## src/rtl/rrr_pkg.sv

```systemverilog
// Shared types and constants of the replica read router.
package rrr_pkg;

   localparam logic [1:0] OP_WRITE  = 2'd0;
   localparam logic [1:0] OP_LEADER = 2'd1;
   localparam logic [1:0] OP_ROUTE  = 2'd2;
   localparam logic [1:0] OP_SPARE  = 2'd3;

   localparam logic [1:0] POL_LEADER = 2'd0;
   localparam logic [1:0] POL_RR     = 2'd1;
   localparam logic [1:0] POL_LEAST  = 2'd2;
   localparam logic [1:0] POL_RAND   = 2'd3;

   localparam logic [1:0] CSR_POLICY  = 2'd0;
   localparam logic [1:0] CSR_MAX_LAG = 2'd1;
   localparam logic [1:0] CSR_SLOTS   = 2'd2;

   localparam logic [31:0] SCATTER_MULT = 32'd2654435761;

   localparam int DIV_DIGITS = 4;
   localparam int DIV_STEPS  = 64 / DIV_DIGITS;
   localparam logic [3:0] DIV_LAST = 4'(DIV_STEPS - 1);

   typedef enum logic [2:0] {
      ST_IDLE,
      ST_SCAN,
      ST_DIV,
      ST_SEL,
      ST_DONE
   } state_type;

   typedef struct packed {
      logic accept;      // capture the beat, apply slot and leader writes
      logic scan_clr;
      logic scan_step;
      logic div_load;
      logic div_rot;     // divide the rotation counter and advance it
      logic div_step;
      logic sel_step;
      logic res_leader;
      logic res_none;
      logic res_best;
      logic res_sel;
   } cmd_type;

   typedef struct packed {
      logic scan_done;
      logic count_zero;
      logic div_last;
      logic sel_hit;
   } sts_type;

endpackage

```

## src/rtl/rrr_ctrl.sv

```systemverilog
// Controller state machine of the replica read router.
module rrr_ctrl (
   input  logic           clock,
   input  logic           reset,
   input  logic           req_tvalid,
   output logic           req_tready,
   input  logic [1:0]     req_op,
   input  logic [1:0]     policy,
   input  logic           out_free,
   output logic           out_load,
   output rrr_pkg::cmd_type cmd,
   input  rrr_pkg::sts_type sts
);

   rrr_pkg::state_type state_ff, state_in;

   always_ff @(posedge clock) begin
      if (reset) begin
         state_ff <= rrr_pkg::ST_IDLE;
      end else begin
         state_ff <= state_in;
      end
   end

   always_comb begin
      state_in   = state_ff;
      cmd        = '0;
      req_tready = 1'b0;
      out_load   = 1'b0;
      unique case (state_ff)
         rrr_pkg::ST_IDLE: begin
            req_tready = 1'b1;
            if (req_tvalid) begin
               cmd.accept = 1'b1;
               if (req_op == rrr_pkg::OP_ROUTE && policy != rrr_pkg::POL_LEADER) begin
                  cmd.scan_clr = 1'b1;
                  state_in     = rrr_pkg::ST_SCAN;
               end else begin
                  cmd.res_leader = 1'b1;
                  state_in       = rrr_pkg::ST_DONE;
               end
            end
         end
         rrr_pkg::ST_SCAN: begin
            cmd.scan_step = 1'b1;
            if (sts.scan_done) begin
               if (sts.count_zero) begin
                  cmd.res_none = 1'b1;
                  state_in     = rrr_pkg::ST_DONE;
               end else begin
                  unique case (policy)
                     rrr_pkg::POL_LEAST: begin
                        cmd.res_best = 1'b1;
                        state_in     = rrr_pkg::ST_DONE;
                     end
                     rrr_pkg::POL_RR: begin
                        cmd.div_load = 1'b1;
                        cmd.div_rot  = 1'b1;
                        state_in     = rrr_pkg::ST_DIV;
                     end
                     rrr_pkg::POL_RAND: begin
                        cmd.div_load = 1'b1;
                        state_in     = rrr_pkg::ST_DIV;
                     end
                     default: begin
                        cmd.res_none = 1'b1;
                        state_in     = rrr_pkg::ST_DONE;
                     end
                  endcase
               end
            end
         end
         rrr_pkg::ST_DIV: begin
            cmd.div_step = 1'b1;
            if (sts.div_last) begin
               state_in = rrr_pkg::ST_SEL;
            end
         end
         rrr_pkg::ST_SEL: begin
            cmd.sel_step = 1'b1;
            if (sts.sel_hit) begin
               cmd.res_sel = 1'b1;
               state_in    = rrr_pkg::ST_DONE;
            end
         end
         rrr_pkg::ST_DONE: begin
            out_load = out_free;
            if (out_free) begin
               state_in = rrr_pkg::ST_IDLE;
            end
         end
         default: begin
            state_in = rrr_pkg::ST_IDLE;
         end
      endcase
   end

endmodule

```

## src/rtl/rrr_dp.sv

```systemverilog
// Datapath of the replica read router: slot table, lag scan, modulo unit, pick.
module rrr_dp #(
   parameter int SLOT_COUNT = 16
) (
   input  logic             clock,
   input  logic             reset,
   input  rrr_pkg::cmd_type cmd,
   output rrr_pkg::sts_type sts,
   input  logic [1:0]       req_op,
   input  logic [3:0]       req_slot_index,
   input  logic             req_slot_connected,
   input  logic             req_slot_streaming,
   input  logic             req_slot_has_store,
   input  logic [63:0]      req_position,
   input  logic [31:0]      req_time_seconds,
   input  logic [63:0]      max_lag,
   input  logic [4:0]       slots_in_use,
   input  logic             rot_clr,
   output logic             res_use_leader,
   output logic [3:0]       res_replica_index,
   output logic [4:0]       res_eligible_slots
);

   localparam int SW = (SLOT_COUNT > 1) ? $clog2(SLOT_COUNT) : 1;
   localparam int CW = $clog2(SLOT_COUNT + 1);

   logic [63:0]           pos_mem [SLOT_COUNT];
   logic [SLOT_COUNT-1:0] ok_ff;
   logic [SLOT_COUNT-1:0] elig_ff;
   logic [63:0]           leader_ff;
   logic [63:0]           rot_ff;
   logic [63:0]           prod_ff;

   logic [CW-1:0]  addr_ff;
   logic           s1_vld_ff, s2_vld_ff;
   logic [SW-1:0]  s1_idx_ff, s2_idx_ff;
   logic           s1_ok_ff, s2_ok_ff;
   logic [63:0]    pos_rd_ff, lag_ff;
   logic [CW-1:0]  count_ff;
   logic           have_ff;
   logic [63:0]    best_ff;
   logic [SW-1:0]  best_idx_ff;

   logic [63:0]    dvd_ff;
   logic [CW-1:0]  rem_ff, rem_in;
   logic [3:0]     step_ff;
   logic [CW-1:0]  sel_ff, rank_ff;

   logic [CW-1:0]  limit;
   logic           issue_go;
   logic [64:0]    diff;
   logic           eligible;
   logic [SW-1:0]  widx;

   assign limit = (32'(slots_in_use) > SLOT_COUNT) ? CW'(SLOT_COUNT) : CW'(slots_in_use);
   assign issue_go = cmd.scan_step && (addr_ff < limit);
   assign diff = {1'b0, leader_ff} - {1'b0, pos_rd_ff};
   assign eligible = s2_vld_ff && s2_ok_ff && (max_lag == 64'd0 || lag_ff <= max_lag);
   assign widx = SW'(req_slot_index);

   assign sts.scan_done  = !(addr_ff < limit) && !s1_vld_ff && !s2_vld_ff;
   assign sts.count_zero = (count_ff == '0);
   assign sts.div_last   = (step_ff == rrr_pkg::DIV_LAST);
   assign sts.sel_hit    = elig_ff[sel_ff[SW-1:0]] && (rank_ff == rem_ff);

   // take four quotient digits per cycle; only the remainder is kept
   always_comb begin
      logic [CW:0]  t;
      logic [63:0]  d;
      logic [CW-1:0] r;
      r = rem_ff;
      d = dvd_ff;
      for (int j = 0; j < rrr_pkg::DIV_DIGITS; j++) begin
         t = {r, d[63]};
         d = {d[62:0], 1'b0};
         if (t >= {1'b0, count_ff}) begin
            t = t - {1'b0, count_ff};
         end
         r = t[CW-1:0];
      end
      rem_in = r;
   end

   always_ff @(posedge clock) begin
      if (cmd.accept && req_op == rrr_pkg::OP_WRITE && 32'(req_slot_index) < SLOT_COUNT) begin
         pos_mem[widx] <= req_position;
      end
      pos_rd_ff <= pos_mem[addr_ff[SW-1:0]];
   end

   always_ff @(posedge clock) begin
      if (reset) begin
         ok_ff     <= '0;
         leader_ff <= '0;
         rot_ff    <= '0;
         s1_vld_ff <= 1'b0;
         s2_vld_ff <= 1'b0;
         addr_ff   <= '0;
         count_ff  <= '0;
         elig_ff   <= '0;
         have_ff   <= 1'b0;
      end else begin
         if (cmd.accept && req_op == rrr_pkg::OP_WRITE && 32'(req_slot_index) < SLOT_COUNT) begin
            ok_ff[widx] <= req_slot_connected & req_slot_streaming & req_slot_has_store;
         end
         if (cmd.accept && req_op == rrr_pkg::OP_LEADER) begin
            leader_ff <= req_position;
         end
         if (rot_clr) begin
            rot_ff <= '0;
         end else if (cmd.div_load && cmd.div_rot) begin
            rot_ff <= rot_ff + 64'd1;
         end
         if (cmd.scan_clr) begin
            addr_ff   <= '0;
            s1_vld_ff <= 1'b0;
            s2_vld_ff <= 1'b0;
            count_ff  <= '0;
            elig_ff   <= '0;
            have_ff   <= 1'b0;
         end else begin
            s1_vld_ff <= issue_go;
            s2_vld_ff <= s1_vld_ff;
            if (issue_go) begin
               addr_ff <= addr_ff + CW'(1);
            end
            if (eligible) begin
               count_ff           <= count_ff + CW'(1);
               elig_ff[s2_idx_ff] <= 1'b1;
               have_ff            <= 1'b1;
            end
         end
      end
   end

   // payload side of the scan, modulo unit and pick search
   always_ff @(posedge clock) begin
      s1_idx_ff <= addr_ff[SW-1:0];
      s1_ok_ff  <= ok_ff[addr_ff[SW-1:0]];
      s2_idx_ff <= s1_idx_ff;
      s2_ok_ff  <= s1_ok_ff;
      lag_ff    <= diff[64] ? 64'd0 : diff[63:0];
      if (eligible && (!have_ff || lag_ff < best_ff)) begin
         best_ff     <= lag_ff;
         best_idx_ff <= s2_idx_ff;
      end
      if (cmd.accept) begin
         prod_ff <= 64'(req_time_seconds) * 64'(rrr_pkg::SCATTER_MULT);
      end
      if (cmd.div_load) begin
         dvd_ff  <= cmd.div_rot ? rot_ff : prod_ff;
         rem_ff  <= '0;
         step_ff <= '0;
         sel_ff  <= '0;
         rank_ff <= '0;
      end else if (cmd.div_step) begin
         dvd_ff  <= dvd_ff << rrr_pkg::DIV_DIGITS;
         rem_ff  <= rem_in;
         step_ff <= step_ff + 4'd1;
      end else if (cmd.sel_step && !sts.sel_hit) begin
         sel_ff <= sel_ff + CW'(1);
         if (elig_ff[sel_ff[SW-1:0]]) begin
            rank_ff <= rank_ff + CW'(1);
         end
      end
      if (cmd.res_leader) begin
         res_use_leader     <= 1'b1;
         res_replica_index  <= 4'd0;
         res_eligible_slots <= 5'd0;
      end else if (cmd.res_none) begin
         res_use_leader     <= 1'b1;
         res_replica_index  <= 4'd0;
         res_eligible_slots <= 5'(count_ff);
      end else if (cmd.res_best) begin
         res_use_leader     <= 1'b0;
         res_replica_index  <= 4'(best_idx_ff);
         res_eligible_slots <= 5'(count_ff);
      end else if (cmd.res_sel) begin
         res_use_leader     <= 1'b0;
         res_replica_index  <= 4'(sel_ff[SW-1:0]);
         res_eligible_slots <= 5'(count_ff);
      end
   end

endmodule

```

## src/rtl/replica_read_router.sv

```systemverilog
// Top level of the replica read router: configuration, controller, datapath, output beat.
// Each request beat writes a replica slot, sets the leader log position, or routes a read.
// Slot and leader writes, leader-only reads and unused op codes settle their answer when
// the request beat is taken and load it into the output register once that is free. A
// routed read scans the slots in use one per cycle through a three-stage read, lag and
// compare pipe; least lag answers once the scan has drained, while round robin and pseudo
// random then run a 64-bit modulo unit that retires four bits a cycle and walk the slots
// one per cycle, counting the eligible ones, to find the pick.
// One request is in flight at a time; the next request beat is taken as soon as the result
// sits in the output register.
// A slot is eligible when it is connected, streaming and has a store and its lag behind
// the leader (clamped at zero) is within max_lag, where a max_lag of zero means no limit.
// Write configuration only while the block is idle; a policy write clears the rotation.
module replica_read_router #(
   parameter int SLOT_COUNT = 16
) (
   input  logic          clock,
   input  logic          reset,
   input  logic          req_tvalid,
   output logic          req_tready,
   // op[1:0], slot_index[5:2], slot_connected[6], slot_streaming[7],
   // slot_has_store[8], position[72:9], time_seconds[104:73], zero fill
   input  logic [111:0]  req_tdata,
   output logic          rsp_tvalid,
   input  logic          rsp_tready,
   // use_leader[0], replica_index[4:1], eligible_slots[9:5], zero fill
   output logic [15:0]   rsp_tdata,
   input  logic          csr_we,
   input  logic [1:0]    csr_index,
   input  logic [63:0]   csr_wdata
);

   logic [1:0]  policy_ff;
   logic [63:0] max_lag_ff;
   logic [4:0]  slots_ff;
   logic        rot_clr;

   rrr_pkg::cmd_type cmd;
   rrr_pkg::sts_type sts;

   logic        out_free, out_load;
   logic        rsp_vld_ff;
   logic [15:0] rsp_data_ff;
   logic        res_use_leader;
   logic [3:0]  res_replica_index;
   logic [4:0]  res_eligible_slots;

   // configuration registers; unknown indexes are dropped
   assign rot_clr = csr_we && (csr_index == rrr_pkg::CSR_POLICY);

   always_ff @(posedge clock) begin
      if (reset) begin
         policy_ff  <= rrr_pkg::POL_LEADER;
         max_lag_ff <= '0;
         slots_ff   <= '0;
      end else if (csr_we) begin
         case (csr_index)
            rrr_pkg::CSR_POLICY:  policy_ff  <= csr_wdata[1:0];
            rrr_pkg::CSR_MAX_LAG: max_lag_ff <= csr_wdata;
            rrr_pkg::CSR_SLOTS:   slots_ff   <= csr_wdata[4:0];
            default: ;
         endcase
      end
   end

   rrr_ctrl u_ctrl (
      .clock      (clock),
      .reset      (reset),
      .req_tvalid (req_tvalid),
      .req_tready (req_tready),
      .req_op     (req_tdata[1:0]),
      .policy     (policy_ff),
      .out_free   (out_free),
      .out_load   (out_load),
      .cmd        (cmd),
      .sts        (sts)
   );

   rrr_dp #(
      .SLOT_COUNT (SLOT_COUNT)
   ) u_dp (
      .clock              (clock),
      .reset              (reset),
      .cmd                (cmd),
      .sts                (sts),
      .req_op             (req_tdata[1:0]),
      .req_slot_index     (req_tdata[5:2]),
      .req_slot_connected (req_tdata[6]),
      .req_slot_streaming (req_tdata[7]),
      .req_slot_has_store (req_tdata[8]),
      .req_position       (req_tdata[72:9]),
      .req_time_seconds   (req_tdata[104:73]),
      .max_lag            (max_lag_ff),
      .slots_in_use       (slots_ff),
      .rot_clr            (rot_clr),
      .res_use_leader     (res_use_leader),
      .res_replica_index  (res_replica_index),
      .res_eligible_slots (res_eligible_slots)
   );

   // output beat register: hold until taken, load when free
   assign out_free = !rsp_vld_ff || rsp_tready;

   always_ff @(posedge clock) begin
      if (reset) begin
         rsp_vld_ff <= 1'b0;
      end else if (out_load) begin
         rsp_vld_ff <= 1'b1;
      end else if (rsp_tready) begin
         rsp_vld_ff <= 1'b0;
      end
   end

   always_ff @(posedge clock) begin
      if (out_load) begin
         rsp_data_ff <= {6'd0, res_eligible_slots, res_replica_index, res_use_leader};
      end
   end

   assign rsp_tvalid = rsp_vld_ff;
   assign rsp_tdata  = rsp_data_ff;

   a_busy_after_accept: assert property (@(posedge clock) disable iff (reset)
      (req_tvalid && req_tready) |=> !req_tready)
      else $error("request taken while a request is in flight");

   a_replica_has_count: assert property (@(posedge clock) disable iff (reset)
      (rsp_tvalid && !rsp_tdata[0]) |-> (rsp_tdata[9:5] != 5'd0))
      else $error("replica chosen with no eligible slot");

   a_leader_index_zero: assert property (@(posedge clock) disable iff (reset)
      (rsp_tvalid && rsp_tdata[0]) |-> (rsp_tdata[4:1] == 4'd0))
      else $error("leader result carries a replica index");

   a_pick_in_range: assert property (@(posedge clock) disable iff (reset)
      (sts.sel_hit && cmd.sel_step) |-> !sts.count_zero)
      else $error("pick search hit with an empty eligible set");

endmodule

```

## config.mk

```make
export PLATFORM = sky130hd
export DESIGN_NAME = replica_read_router
export DESIGN_NICKNAME = d
export VERILOG_FILES = /design/src/rtl/rrr_pkg.sv /design/src/rtl/rrr_ctrl.sv /design/src/rtl/rrr_dp.sv /design/src/rtl/replica_read_router.sv
export SDC_FILE = /design/constraint.sdc
export NUM_CORES = 2
export LEC_CHECK = 0
export BUFFER_PORTS_ARGS = -buffer_cell sky130_fd_sc_hd__buf_2
export CAP_MARGIN = 20
export CORE_MARGIN = 8
export CORE_UTILIZATION = 44
export DETAILED_ROUTE_END_ITERATION = 6
export PLACE_DENSITY = 0.64
export RECOVER_POWER = 25
export SKIP_CTS_REPAIR_TIMING = 1
export SLEW_MARGIN = 20
export SYNTH_ARGS = -nofsm -noshare
export SYNTH_HDL_FRONTEND = slang
export SYNTH_SLANG_ARGS = --single-unit
```

## constraint.sdc

```tcl
create_clock -name clock -period 8.6 [get_ports clock]
set_clock_uncertainty 0.15 [all_clocks]
set_input_delay 0.86 -clock clock [delete_from_list [all_inputs] [get_ports clock]]
set_output_delay 0.86 -clock clock [all_outputs]
set_load 0.02 [all_outputs]
```

==> flow_summary.ini <==
[status]
status = completed

[global_route]
grt_pass1_vias = 54000
grt_pass1_wl_um = 332000
grt_max_degree = 110
grt_overflow = 0
gr-usage-all-layers_pct = 20.5
antenna_found_initial = 25

[timing]
fin_setup_tns_ps = 0
tightest_slew_ps = 1200
setup_viol = 0
period_share_pct = 90.3
hold_violations = 0
rsz0062_at_grt = no
period_needed_ps = 7770
maxSlewViolCount = 0
max_freq_ghz = 0.129
max_slew_margin_pct = 18.2

[detailed_routing]
post_drt_wl_per_cell_um = 22.9
vias = 51500
first_pass_iters = 6
final_antenna_net_count = 0
drtIter0Drc = 3865
finalWirelength_um = 219000
vias_per_cell = 5.40
drc = 0

[synthesis]
synthCells = 6471
synth_xor_area_share_pct = 2.00
syn_area_per_cell_um2 = 13.4
ys_warn_count = 0
synth-edff-count = 1230
synth_area_mm2 = 0.0870
yosys.area_share.simple_pct = 6.00
ys_types = 82
seq_area_frac_synth_pct = 52.0
synth_fa_ha_area_share_pct = 19.5
synth_top_area_share_pct = 42.5
synth-compound-area-share_pct = 5.79
async_reset_ff_share_pct = 0
yosysTopAreaCell = edfxtp_1
synthTopCellsByArea = edfxtp_1 42%, fa_1 11%, dfxtp_1 9.5%
synth_top_family_by_area = adder cells
synth-main-ff-cell = edfxtp_1
synth_seq_cells = 1644
synthMuxAreaShare_pct = 9.72

[cells_and_area]
fin_nets = 8003
fin_cells = 9530
num-fill-cells = 16900
drive_gt1_share_pct = 13.1
area_growth_pct = 11.7

[cts]
cts_root_buf = clkbuf_16
cts.clk_slew.worst_paths_ps = 60
htreeDepth = 4
clock_latency_ps = 820
numCtsBuffers = 167
clk_path_buf_depth = 3
cts_tree = built
cts.sinks = 1644

[worst_hold_path]
hold_end = u_dp.s2_idx_ff[2]
hp-start = u_dp.s1_idx_ff[2]
min_path_cells = 0
hp-class = reg -> reg

[worst_setup_path]
slowest_delay_ps = 610
required_ps = 9140
ff2ff_path_depth = 29
setup.worst_path.start_class = flip-flop
r2r-end = u_dp.rem_ff[0]
r2r_slack_ps = 830
crit_path_end_kind = flip-flop
crit_slowest_cell = dfxtp_1
path_max_fanout = 8
critPathKind = reg -> reg
worst_path_most_repeated_cell = o21ai_0
r2r_start = u_dp.count_ff[1]
worstPathArrival_ps = 8300

[placement]
hpwlAfterDp_um = 154000
dp.cells = 9210
gp_congestion = 0.947
portBuffers = 187

[die]
dieArea_mm2 = 0.212
io_pins = 201
rows = 163
dieWidth_um = 461
start_util_pct = 44.2
die_y_um = 461
core_mm2 = 0.197

[run]
maxCapViolations = 0
==> cell type report <==
| type | count | area, um2 | share of cell area [%] |
|---|---|---|---|
| multi-input combinational | 3696 | 37600 | 38.7 |
| antenna | 7 | 17.5 | 0.0180 |
| clock buffer | 227 | 4580 | 4.71 |
| tap | 2640 | 3300 | 3.40 |
| clock inverter | 86 | 1030 | 1.06 |
| timing repair buffer | 318 | 1940 | 2.00 |
| inverter | 912 | 3420 | 3.52 |
| sequential | 1644 | 45200 | 46.6 |
==> worst max path at each step <==
| stage | from | slack (ps) | to |
|---|---|---|---|
| after floorplan | req_tdata[92] | 690 | u_dp.prod_ff[63] |
| after global placement | req_tdata[92] | 100 | u_dp.prod_ff[61] |
| after detailed placement | req_tdata[92] | 80 | u_dp.prod_ff[63] |
| after CTS | u_dp.count_ff[1] | 700 | u_dp.rem_ff[0] |
| after global routing | u_dp.count_ff[1] | 70 | u_dp.rem_ff[0] |
| final | u_dp.count_ff[1] | 830 | u_dp.rem_ff[0] |
==> cells in the mapped netlist, drive strengths merged, types with 5 or more instances <==
master   count
a2111oi      7
a211oi      21
a21boi       7
a21o       122
a21oi      359
a221oi       8
a311oi       5
a31oi       18
a41oi        6
and2        15
and3        35
and4        11
buf         37
clkbuf     187
dfxtp      414
edfxtp    1230
fa         462
ha         619
inv        912
mux2         6
mux2i       95
mux4       330
nand2      476
nand2b      23
nand3       63
nand4       78
nor2       288
nor2b       32
nor3        40
nor4        28
o211ai      14
o21a        12
o21ai      194
o21bai      17
o31ai       10
or2         11
or3         18
xnor2      103
xor2        96
==> cell families after synthesis <==
kind of cell,count (synthesis)
flops,1644
other cells,1
compound gates,836
mux,431
buf+inv,1136
simple gates,1143
xor+xnor,199
fa+ha+maj,1081
==> critical path: cells and delay by family, from the launching register on <==
family          cells  cell delay [ps]
mux                 3              970
fa+ha+maj           4             1600
flops               1              610
simple gates        7              940
buf+inv             1              320
compound gates     14             3050
==> cells in the final DEF (no fill, tap or decap), types with 35 or more instances in the layout <==
| cell | count |
|---|---|
| a21oi_1 | 358 |
| nor3_1 | 35 |
| o21ai_0 | 191 |
| nand3_1 | 63 |
| clkbuf_16 | 168 |
| nand4_1 | 78 |
| and3_1 | 35 |
| a21o_1 | 122 |
| buf_2 | 136 |
| edfxtp_1 | 1230 |
| nor2_1 | 276 |
| mux4_2 | 330 |
| nand2_1 | 473 |
| xnor2_1 | 103 |
| mux2i_1 | 95 |
| fa_1 | 462 |
| clkbuf_1 | 94 |
| xor2_1 | 96 |
| inv_1 | 911 |
| ha_1 | 619 |
| dfxtp_1 | 409 |
| buf_4 | 125 |
==> per-layer routing <==
layer	GRT usage [%]	wire (um)	part of all wire, %
met1	26.3	89200	41
met2	35.9	111000	51
met3	3.27	11200	5.1
met4	6.16	6730	3.1
met5	0	143	0.065
==> state kept, by name (all words and copies together) (netlist names), 5 cells and up <==
name                     count
u_dp.rank_ff                 5
u_dp.best_ff                64
u_dp.count_ff                5
u_dp.pos_rd_ff              64
u_dp.res_eligible_slots      5
u_dp.dvd_ff                 64
u_dp.ok_ff                  16
u_dp.lag_ff                 64
u_dp.rot_ff                 64
max_lag_ff                  64
rsp_tdata                   10
u_dp.pos_mem              1024
u_dp.elig_ff                16
u_dp.addr_ff                 5
u_dp.prod_ff                64
u_dp.leader_ff              64
slots_ff                     5
u_dp.rem_ff                  5
==> stage by stage <==
stage / hold WS, ps / area (um2) / worst slack [ps] / utilization (%)
2_1_floorplan: 160 / 87000 / 687 / -
3_3_place_gp: 161 / 91600 / 98.3 / 46.5
3_5_place_dp: 162 / 91600 / 82.6 / 46.5
4_1_cts: 107 / 97200 / 703 / 49.4
5_1_grt: 146 / 97100 / 69.4 / 49.4
6_report: 171 / 97100 / 833 / 49.4
Power is not shown: default switching activity piles up to over one toggle a cycle in this logic, so the estimate is an artifact.
